**config.mk**
```make
export PLATFORM = sky130hd
export DESIGN_NAME = thermal_fan_derate_controller
export DESIGN_NICKNAME = d
export VERILOG_FILES = /design/src/tfd_pkg.sv /design/src/tfd_div.sv /design/src/thermal_fan_derate_controller.sv
export SDC_FILE = /design/constraint.sdc
export NUM_CORES = 1
export LEC_CHECK = 0
export ABC_CLOCK_PERIOD_IN_PS = 5600
export BUFFER_PORTS_ARGS = -buffer_cell sky130_fd_sc_hd__buf_4
export CAP_MARGIN = 20
export CORE_MARGIN = 4
export CORE_UTILIZATION = 58
export CTS_CLUSTER_SIZE = 16
export DETAILED_ROUTE_END_ITERATION = 8
export PLACE_DENSITY = 0.86
export REMOVE_ABC_BUFFERS = 1
export SLEW_MARGIN = 30
export SYNTH_ARGS = -nofsm -noshare
export SYNTH_HDL_FRONTEND = slang
export SYNTH_SLANG_ARGS = --single-unit
```
**constraint.sdc**
```tcl
create_clock -name clk_i -period 5.6 [get_ports clk_i]
set_input_delay 0.84 -clock clk_i [delete_from_list [all_inputs] [get_ports clk_i]]
set_output_delay 0.84 -clock clk_i [all_outputs]
set_load 0.05 [all_outputs]
```
**src/tfd_pkg.sv**
```systemverilog
// ----------------------------------------------------------------------------
// tfd_pkg
// Types and constants shared by the thermal fan / derate controller files.
// ----------------------------------------------------------------------------
package tfd_pkg;

  // Field widths
  localparam int TEMP_W  = 12;
  localparam int DUTY_W  = 8;
  localparam int DER_W   = 9;
  localparam int CIDX_W  = 2;
  localparam int CDATA_W = 12;

  // Quotient width of the divider (duty is always below 256)
  localparam int QUOT_W = 8;

  // Register reset values
  localparam logic signed [TEMP_W-1:0] FAN_ON_RST  = 12'sd640;
  localparam logic signed [TEMP_W-1:0] FAN_OFF_RST = 12'sd560;

  // Duty line: 30% of 255 at turn-on, 100% at 55 C; scaled by 2 over 2*R
  localparam int DUTY_BASE  = 153;
  localparam int DUTY_SLOPE = 357;

  // Derate full scale
  localparam logic [DER_W-1:0] DER_FULL = 9'd256;

  // Configuration register indexes
  typedef enum logic [CIDX_W-1:0] {
    CFG_FAN_ON   = 2'd0,
    CFG_FAN_OFF  = 2'd1,
    CFG_MAN_EN   = 2'd2,
    CFG_MAN_DUTY = 2'd3
  } cfg_idx_e;

  // Shutdown event codes
  typedef enum logic [1:0] {
    EV_NONE    = 2'd0,
    EV_RAISED  = 2'd1,
    EV_CLEARED = 2'd2
  } sd_event_e;

  // Sequencer states
  typedef enum logic [2:0] {
    S_IDLE,
    S_PREP,
    S_DUTY_GO,
    S_DUTY_RUN,
    S_DONE
  } state_e;

endpackage

```
**src/tfd_div.sv**
```systemverilog
// ----------------------------------------------------------------------------
// tfd_div
// Restoring divider, one quotient bit per cycle. The caller guarantees
// that the quotient fits in QUOT_W bits (num < den << QUOT_W).
// ----------------------------------------------------------------------------
module tfd_div #(
  parameter int NUM_W = 24,
  parameter int DEN_W = 16
) (
  input  logic                          clk_i,
  input  logic                          rst_ni,
  input  logic                          start_i,
  input  logic [NUM_W-1:0]              num_i,
  input  logic [DEN_W-1:0]              den_i,
  output logic                          done_o,
  output logic [tfd_pkg::QUOT_W-1:0]    quot_o
);

  localparam int QW  = tfd_pkg::QUOT_W;
  localparam int SW  = DEN_W + QW - 1;
  localparam int AW  = (NUM_W > SW) ? NUM_W : SW;
  localparam int CW  = $clog2(QW);

  logic          busy_q, done_q;
  logic [CW-1:0] cnt_q;
  logic [AW-1:0] rem_q, rem_d;
  logic [AW-1:0] dsh_q;
  logic [QW-1:0] quot_q, quot_d;
  logic          fits;

  // One compare/subtract step
  always_comb begin
    fits   = (rem_q >= dsh_q);
    rem_d  = fits ? (rem_q - dsh_q) : rem_q;
    quot_d = {quot_q[QW-2:0], fits};
  end

  // Control
  always_ff @(posedge clk_i or negedge rst_ni) begin
    if (!rst_ni) begin
      busy_q <= 1'b0;
      done_q <= 1'b0;
      cnt_q  <= '0;
    end else begin
      done_q <= 1'b0;
      if (start_i) begin
        busy_q <= 1'b1;
        cnt_q  <= '0;
      end else if (busy_q) begin
        cnt_q <= cnt_q + CW'(1);
        if (cnt_q == CW'(QW - 1)) begin
          busy_q <= 1'b0;
          done_q <= 1'b1;
        end
      end
    end
  end

  // Datapath
  always_ff @(posedge clk_i) begin
    if (start_i) begin
      rem_q  <= AW'(num_i);
      dsh_q  <= AW'(den_i) << (QW - 1);
      quot_q <= '0;
    end else if (busy_q) begin
      rem_q  <= rem_d;
      dsh_q  <= dsh_q >> 1;
      quot_q <= quot_d;
    end
  end

  assign done_o = done_q;
  assign quot_o = quot_q;

endmodule

```
**src/thermal_fan_derate_controller.sv**
```systemverilog
// ----------------------------------------------------------------------------
// thermal_fan_derate_controller
// Fan hysteresis, fan duty ramp, power derate and thermal shutdown latch for
// one temperature sample per beat.
// ----------------------------------------------------------------------------
// Sequence: prep, derate multiply and divider start, 8 divider steps, divider
//   done, result load. A new sample is taken only once the last result is
//   loaded; a stalled result holds the next sample at the result load.
// Reset (async, active low): registers to defaults, fan off, no shutdown.
module thermal_fan_derate_controller #(
  parameter int TEMP_FRAC_BITS = 4
) (
  input  logic                              clk_i,
  input  logic                              rst_ni,
  // Configuration write channel
  input  logic                              cfg_valid_i,
  output logic                              cfg_ready_o,
  input  logic [tfd_pkg::CIDX_W-1:0]        cfg_index_i,
  input  logic [tfd_pkg::CDATA_W-1:0]       cfg_data_i,
  // Sample input
  input  logic                              in_valid_i,
  output logic                              in_ready_o,
  input  logic signed [tfd_pkg::TEMP_W-1:0] temperature_i,
  // Result output
  output logic                              out_valid_o,
  input  logic                              out_ready_i,
  output logic [tfd_pkg::DUTY_W-1:0]        fan_duty_o,
  output logic [tfd_pkg::DER_W-1:0]         power_derate_o,
  output logic                              high_temp_warning_o,
  output logic                              shutdown_active_o,
  output logic [1:0]                        shutdown_event_o
);

  localparam int F     = TEMP_FRAC_BITS;
  localparam int T50_I = 50 << F;
  localparam int T55_I = 55 << F;
  localparam int T65_I = 65 << F;
  // r = T55 - fan_on_temp is at most T55 + 2^11
  localparam int RW    = $clog2(T55_I + 2049);
  localparam int SW    = RW + 2;
  localparam int NW    = ((RW + 9) > (F + 12)) ? (RW + 9) : (F + 12);
  localparam int DW    = RW + 1;
  localparam int TW    = tfd_pkg::TEMP_W;
  localparam int QW    = tfd_pkg::QUOT_W;
  localparam int XW    = RW + 8;

  localparam logic signed [SW-1:0] T50_S = SW'(T50_I);
  localparam logic signed [SW-1:0] T55_S = SW'(T55_I);
  localparam logic signed [SW-1:0] T65_S = SW'(T65_I);
  localparam logic [RW-1:0]        ONE_DEG = RW'(1 << F);
  // 2^16 / 10 rounded up; exact floor for numerators below 2560
  localparam logic [12:0]          DIV10_RECIP = 13'd6554;

  tfd_pkg::state_e state_q, state_d;

  // Configuration registers
  logic signed [TW-1:0]             fan_on_q, fan_off_q;
  logic                             man_en_q;
  logic [tfd_pkg::DUTY_W-1:0]       man_duty_q;

  // Per-sample state
  logic signed [TW-1:0]             t_q;
  logic                             fan_running_q, sd_latched_q;
  logic [RW-1:0]                    r_q, d_q, diff_q;
  logic                             above55_q, ge65_q, warn_q;
  tfd_pkg::sd_event_e               evt_q;
  logic [QW-1:0]                    drop_q, duty_q;

  // Result register
  logic                             out_valid_q;
  logic [tfd_pkg::DUTY_W-1:0]       fan_duty_q;
  logic [tfd_pkg::DER_W-1:0]        derate_q;
  logic                             warn_out_q, sd_out_q;
  tfd_pkg::sd_event_e               evt_out_q;

  // Divider hookup
  logic                             div_start, div_done;
  logic [NW-1:0]                    div_num;
  logic [DW-1:0]                    div_den;
  logic [QW-1:0]                    div_quot;

  logic                             in_acc, out_load;

  assign cfg_ready_o = 1'b1;
  assign in_ready_o  = (state_q == tfd_pkg::S_IDLE);
  assign in_acc      = in_valid_i && in_ready_o;
  assign out_load    = (state_q == tfd_pkg::S_DONE) && (!out_valid_q || out_ready_i);

  // Configuration writes
  always_ff @(posedge clk_i or negedge rst_ni) begin
    if (!rst_ni) begin
      fan_on_q   <= tfd_pkg::FAN_ON_RST;
      fan_off_q  <= tfd_pkg::FAN_OFF_RST;
      man_en_q   <= 1'b0;
      man_duty_q <= '0;
    end else if (cfg_valid_i) begin
      unique case (tfd_pkg::cfg_idx_e'(cfg_index_i))
        tfd_pkg::CFG_FAN_ON:   fan_on_q   <= cfg_data_i;
        tfd_pkg::CFG_FAN_OFF:  fan_off_q  <= cfg_data_i;
        tfd_pkg::CFG_MAN_EN:   man_en_q   <= cfg_data_i[0];
        tfd_pkg::CFG_MAN_DUTY: man_duty_q <= cfg_data_i[tfd_pkg::DUTY_W-1:0];
        default: ;
      endcase
    end
  end

  // Prep step: ramp operands, thresholds, hysteresis and latch decisions
  logic signed [SW-1:0] t_s, on_s, r_s, dd_s, diff_s;
  logic [RW-1:0]        r_v, d_v;
  logic                 fan_next, sd_next;
  tfd_pkg::sd_event_e   evt_next;

  always_comb begin
    t_s    = SW'(t_q);
    on_s   = SW'(fan_on_q);
    r_s    = T55_S - on_s;
    dd_s   = t_s - on_s;
    diff_s = t_s - T55_S;
    r_v    = (r_s <= 0) ? ONE_DEG : r_s[RW-1:0];
    if (dd_s < 0) begin
      d_v = '0;
    end else if (dd_s > SW'(r_v)) begin
      d_v = r_v;
    end else begin
      d_v = dd_s[RW-1:0];
    end
    // Turn-on test wins over turn-off
    fan_next = fan_running_q;
    if (!man_en_q) begin
      if (t_s >= SW'(fan_on_q)) begin
        fan_next = 1'b1;
      end else if (t_s < SW'(fan_off_q)) begin
        fan_next = 1'b0;
      end
    end
    sd_next  = sd_latched_q;
    evt_next = tfd_pkg::EV_NONE;
    if (t_s >= T65_S) begin
      if (!sd_latched_q) begin
        sd_next  = 1'b1;
        evt_next = tfd_pkg::EV_RAISED;
      end
    end else if (t_s < T50_S) begin
      if (sd_latched_q) begin
        sd_next  = 1'b0;
        evt_next = tfd_pkg::EV_CLEARED;
      end
    end
  end

  // Derate drop: difference scaled to 1/256 degree steps, over ten by
  // reciprocal multiply; only meaningful between 55 C and 65 C
  logic [XW-1:0] drop_sh;
  logic [11:0]   drop_x;
  logic [23:0]   drop_p;

  always_comb begin
    drop_sh = {diff_q, 8'd0} >> F;
    drop_x  = drop_sh[11:0];
    drop_p  = 24'(drop_x) * 24'(DIV10_RECIP);
  end

  // Sequencer state register
  always_ff @(posedge clk_i or negedge rst_ni) begin
    if (!rst_ni) begin
      state_q <= tfd_pkg::S_IDLE;
    end else begin
      state_q <= state_d;
    end
  end

  // Sequencer next state and divider operand select
  always_comb begin
    state_d   = state_q;
    div_start = 1'b0;
    div_num   = '0;
    div_den   = '0;
    unique case (state_q)
      tfd_pkg::S_IDLE: begin
        if (in_valid_i) state_d = tfd_pkg::S_PREP;
      end
      tfd_pkg::S_PREP: begin
        state_d = tfd_pkg::S_DUTY_GO;
      end
      tfd_pkg::S_DUTY_GO: begin
        div_start = 1'b1;
        div_num   = NW'(r_q) * NW'(tfd_pkg::DUTY_BASE)
                  + NW'(d_q) * NW'(tfd_pkg::DUTY_SLOPE);
        div_den   = {r_q, 1'b0};
        state_d   = tfd_pkg::S_DUTY_RUN;
      end
      tfd_pkg::S_DUTY_RUN: begin
        if (div_done) state_d = tfd_pkg::S_DONE;
      end
      tfd_pkg::S_DONE: begin
        if (!out_valid_q || out_ready_i) state_d = tfd_pkg::S_IDLE;
      end
      default: state_d = tfd_pkg::S_IDLE;
    endcase
  end

  // Divider: duty ratio
  tfd_div #(
    .NUM_W (NW),
    .DEN_W (DW)
  ) u_div (
    .clk_i   (clk_i),
    .rst_ni  (rst_ni),
    .start_i (div_start),
    .num_i   (div_num),
    .den_i   (div_den),
    .done_o  (div_done),
    .quot_o  (div_quot)
  );

  // Fan and shutdown state
  always_ff @(posedge clk_i or negedge rst_ni) begin
    if (!rst_ni) begin
      fan_running_q <= 1'b0;
      sd_latched_q  <= 1'b0;
    end else if (state_q == tfd_pkg::S_PREP) begin
      fan_running_q <= fan_next;
      sd_latched_q  <= sd_next;
    end
  end

  // Sample datapath
  always_ff @(posedge clk_i) begin
    if (in_acc) begin
      t_q <= temperature_i;
    end
    if (state_q == tfd_pkg::S_PREP) begin
      r_q       <= r_v;
      d_q       <= d_v;
      diff_q    <= diff_s[RW-1:0];
      above55_q <= (t_s > T55_S);
      ge65_q    <= (t_s >= T65_S);
      warn_q    <= (t_s > T50_S);
      evt_q     <= evt_next;
    end
    if (state_q == tfd_pkg::S_DUTY_GO) begin
      drop_q <= drop_p[QW+15:16];
    end
    if (state_q == tfd_pkg::S_DUTY_RUN && div_done) begin
      duty_q <= div_quot;
    end
  end

  // Result register
  always_ff @(posedge clk_i or negedge rst_ni) begin
    if (!rst_ni) begin
      out_valid_q <= 1'b0;
    end else if (out_load) begin
      out_valid_q <= 1'b1;
    end else if (out_ready_i) begin
      out_valid_q <= 1'b0;
    end
  end

  always_ff @(posedge clk_i) begin
    if (out_load) begin
      if (man_en_q) begin
        fan_duty_q <= man_duty_q;
      end else begin
        fan_duty_q <= fan_running_q ? duty_q : '0;
      end
      if (!above55_q) begin
        derate_q <= tfd_pkg::DER_FULL;
      end else if (ge65_q) begin
        derate_q <= '0;
      end else begin
        derate_q <= tfd_pkg::DER_FULL - tfd_pkg::DER_W'(drop_q);
      end
      warn_out_q <= warn_q;
      sd_out_q   <= sd_latched_q;
      evt_out_q  <= evt_q;
    end
  end

  assign out_valid_o         = out_valid_q;
  assign fan_duty_o          = fan_duty_q;
  assign power_derate_o      = derate_q;
  assign high_temp_warning_o = warn_out_q;
  assign shutdown_active_o   = sd_out_q;
  assign shutdown_event_o    = evt_out_q;

endmodule

```
==> metrics <==
status finished, final reports clean; die area 27400 sq um; area leader, netlist edfxtp_1; post-synth design cell area 14400 sq um; All-Layer GR Usage 24.3%; Die Ht 165 microns; Synth cell types 74; Worst-path clk slew 0.08 ns; FFs w/ async S/R, synth 24.6%; Mapped Avg Cell Area 10.4 sq um; share of layout cells above drive strength 1 12.5%; DR vias 10366; fin crit share 98.6%; Final Skew 0.0140 ns; Sink Count 179; R2R Path End u_div.rem_q[17]$_DFFE_PP_; crit start category register; CTS Buffer Depth 2; DRC violations left 0; drt via density 5.78; post-DP HPWL 25.2 mm; most common cell after layout, fill and taps aside inv_1; endpoints failing setup 0; CORE AREA 24300 sq um; Inst Count DP 1748; routed len/inst 18.7 microns; H-tree Lvls 4; Synth top area share 25.1%; Nets 1784; Starting DRT DRC Count 922; Worst Path Required 5.77 ns; Die Width 165 microns; fillers 1693; clk_lat worst skew 0.44 ns; yosys warns 0; largest net degree at the start of global routing 63; fmax 181 MHz; first-pass GRT wire length 52.4 mm; CP startpoint d_q[4]$_SDFFCE_PP0P_; leading cell types in the layout, fill and taps excluded 258 x inv_1, 199 x ha_1, 120 x edfxtp_1, 86 x fa_1, 85 x nor2_1; Antenna diodes 0; clk root buf clkbuf_16; Area growth syn-to-layout 12.2%; critical path class register to register; Final Hold Fails 0; placed instance area 15300 sq um; ys flop type edfxtp_1; Reg-to-Reg Start d_q[4]$_SDFFCE_PP0P_; drt pass-1 iters 5; port buffer count 53; initial antenna violation count 0; vias in the first global route 10566; HP Class input port to async pin; flops & latches, synth 179; critical-path maximum fanout 3; Worst slew margin 45.6%; Routed WL 33.5 mm; TritonCTS Buffers 17; CTS tree done; CP Capture Type register; initial core utilization 59.1%; number of flops mapped to enable cells by yosys 120; maxcap violations 0; final std cells w/o fill 1793; Reg2Reg Setup Slack 0.08 ns; gate count after technology mapping 1378; gr ovfl total 0; reg2reg path depth 20; # IOs 55; sequential-to-total area share from yosys stat 34.9%; count of pins over their slew limit 0; fin area 16100 sq um; crit path DAT 5.69 ns; PnR worst setup slack 0.0761 ns; top cells by area, synth edfxtp_1 25%, ha_1 18%, fa_1 12%; Tmin final 5.52 ns; number of cell rows 57; worst-margin pin slew 0.815 ns; remaining antenna violation count 0; routability cong. 0.919; final core occ 66.3%; pre-CTS setup slack -0.0913 ns
## worst max-delay path, cell delays in order (launching register included)
cell,delay (ns)
edfxtp_1,0.47
buf_4,0.18
ha_4,0.22
fa_1,0.53
inv_1,0.07
fa_1,0.50
inv_1,0.05
fa_1,0.45
fa_1,0.49
inv_1,0.06
fa_1,0.53
inv_1,0.07
ha_4,0.26
a21o_1,0.21
a311o_1,0.31
a21oi_2,0.21
o31ai_4,0.10
a21o_1,0.19
a21oi_2,0.12
xor2_1,0.15
mux2i_1,0.08
## final cells by class
type / count / area [sq um] / area share (%)
Tap cell: 324 / 405 / 2.51
Multi-Input combinational cell: 912 / 8500 / 52.7
Inverter: 263 / 987 / 6.12
Clock inverter: 14 / 158 / 0.977
Sequential cell: 179 / 5010 / 31.1
Timing Repair Buffer: 83 / 647 / 4.01
Clock buffer: 18 / 429 / 2.66
## metrics by stage
stage	TNS, ns	hold slack [ns]
floorplan	0	0.400
finish	0	0.396
global route	-0.261	0.426
global placement	0	0.410
CTS	0	0.403
detailed placement	-0.290	0.415
## registers in the layout, summed over array words and instances, names as in the netlist, 2 cells and up
signal	flops
drop_q	8
fan_on_q	12
u_div.cnt_q	3
diff_q	8
u_div.dsh_q	20
u_div.quot_o	8
d_q	12
r_q	12
t_q	12
fan_off_q	12
man_duty_q	8
power_derate_o	9
shutdown_event_o	2
state_q	3
u_div.rem_q	21
duty_q	8
fan_duty_o	8
evt_q	2
## synth_stat cells, drive strengths merged (7+ instances only)
| library cell | n |
|---|---|
| o21ai | 62 |
| nand4 | 8 |
| fa | 86 |
| clkbuf | 19 |
| xnor2 | 46 |
| a21oi | 57 |
| nor2 | 86 |
| o21bai | 8 |
| or2 | 7 |
| o31ai | 15 |
| mux2i | 23 |
| dfxtp | 15 |
| a211oi | 11 |
| nor3 | 13 |
| edfxtp | 120 |
| a22o | 8 |
| mux2 | 21 |
| inv | 263 |
| nand2 | 66 |
| o21a | 10 |
| dfrtp | 39 |
| xor2 | 22 |
| nor2b | 16 |
| nand3 | 14 |
| ha | 211 |
| o22ai | 8 |
| a21o | 20 |
| nand2b | 16 |
## worst max-delay path by stage
stage / to / slack (ns)
finish: u_div.rem_q[17]$_DFFE_PP_ / 0.08
global route: u_div.rem_q[16]$_DFFE_PP_ / -0.1
CTS: u_div.rem_q[16]$_DFFE_PP_ / 0.004
detailed placement: u_div.rem_q[17]$_DFFE_PP_ / -0.09
global placement: u_div.rem_q[17]$_DFFE_PP_ / 0.06
floorplan: u_div.rem_q[17]$_DFFE_PP_ / 0.17
## kinds of logic (layout without fill, tap and decap cells)
kind of cell               after synthesis  count (layout)  synth area share (%)
DFF                                    179             179                  34.9
and+or+nand+nor                        263             263                  9.01
xor gates and xnor gates                68              68                  4.14
other                                    1               1                0.0261
adders and majority gates              297             297                  30.3
muxes                                   44              44                  3.25
AOI/OAI and AO/OA                      239             239                  10.9
buffers and inverters                  287             378                  7.53
## per-layer routing
layer / wire length (microns) / vias to the layer above / GRT usage (%)
met1: 13700 / 5028 / 32.4
met5: 0 / - / 0
met4: 1220 / 0 / 7.57
li1: - / 4863 / -
met2: 16600 / 379 / 41.0
met3: 1970 / 96 / 3.82
## what timing repair did
action / CTS / global route
hold buffers: 0 / 0
gates resized for setup: 5 / 19
buffers inserted: 5 / 8
pin swaps: 3 / 33
setup endpoints to repair: 6 / 7
Power is left out: the tool's default activity adds up to more than one toggle a clock period on the data nets, which glitch-free logic cannot reach.
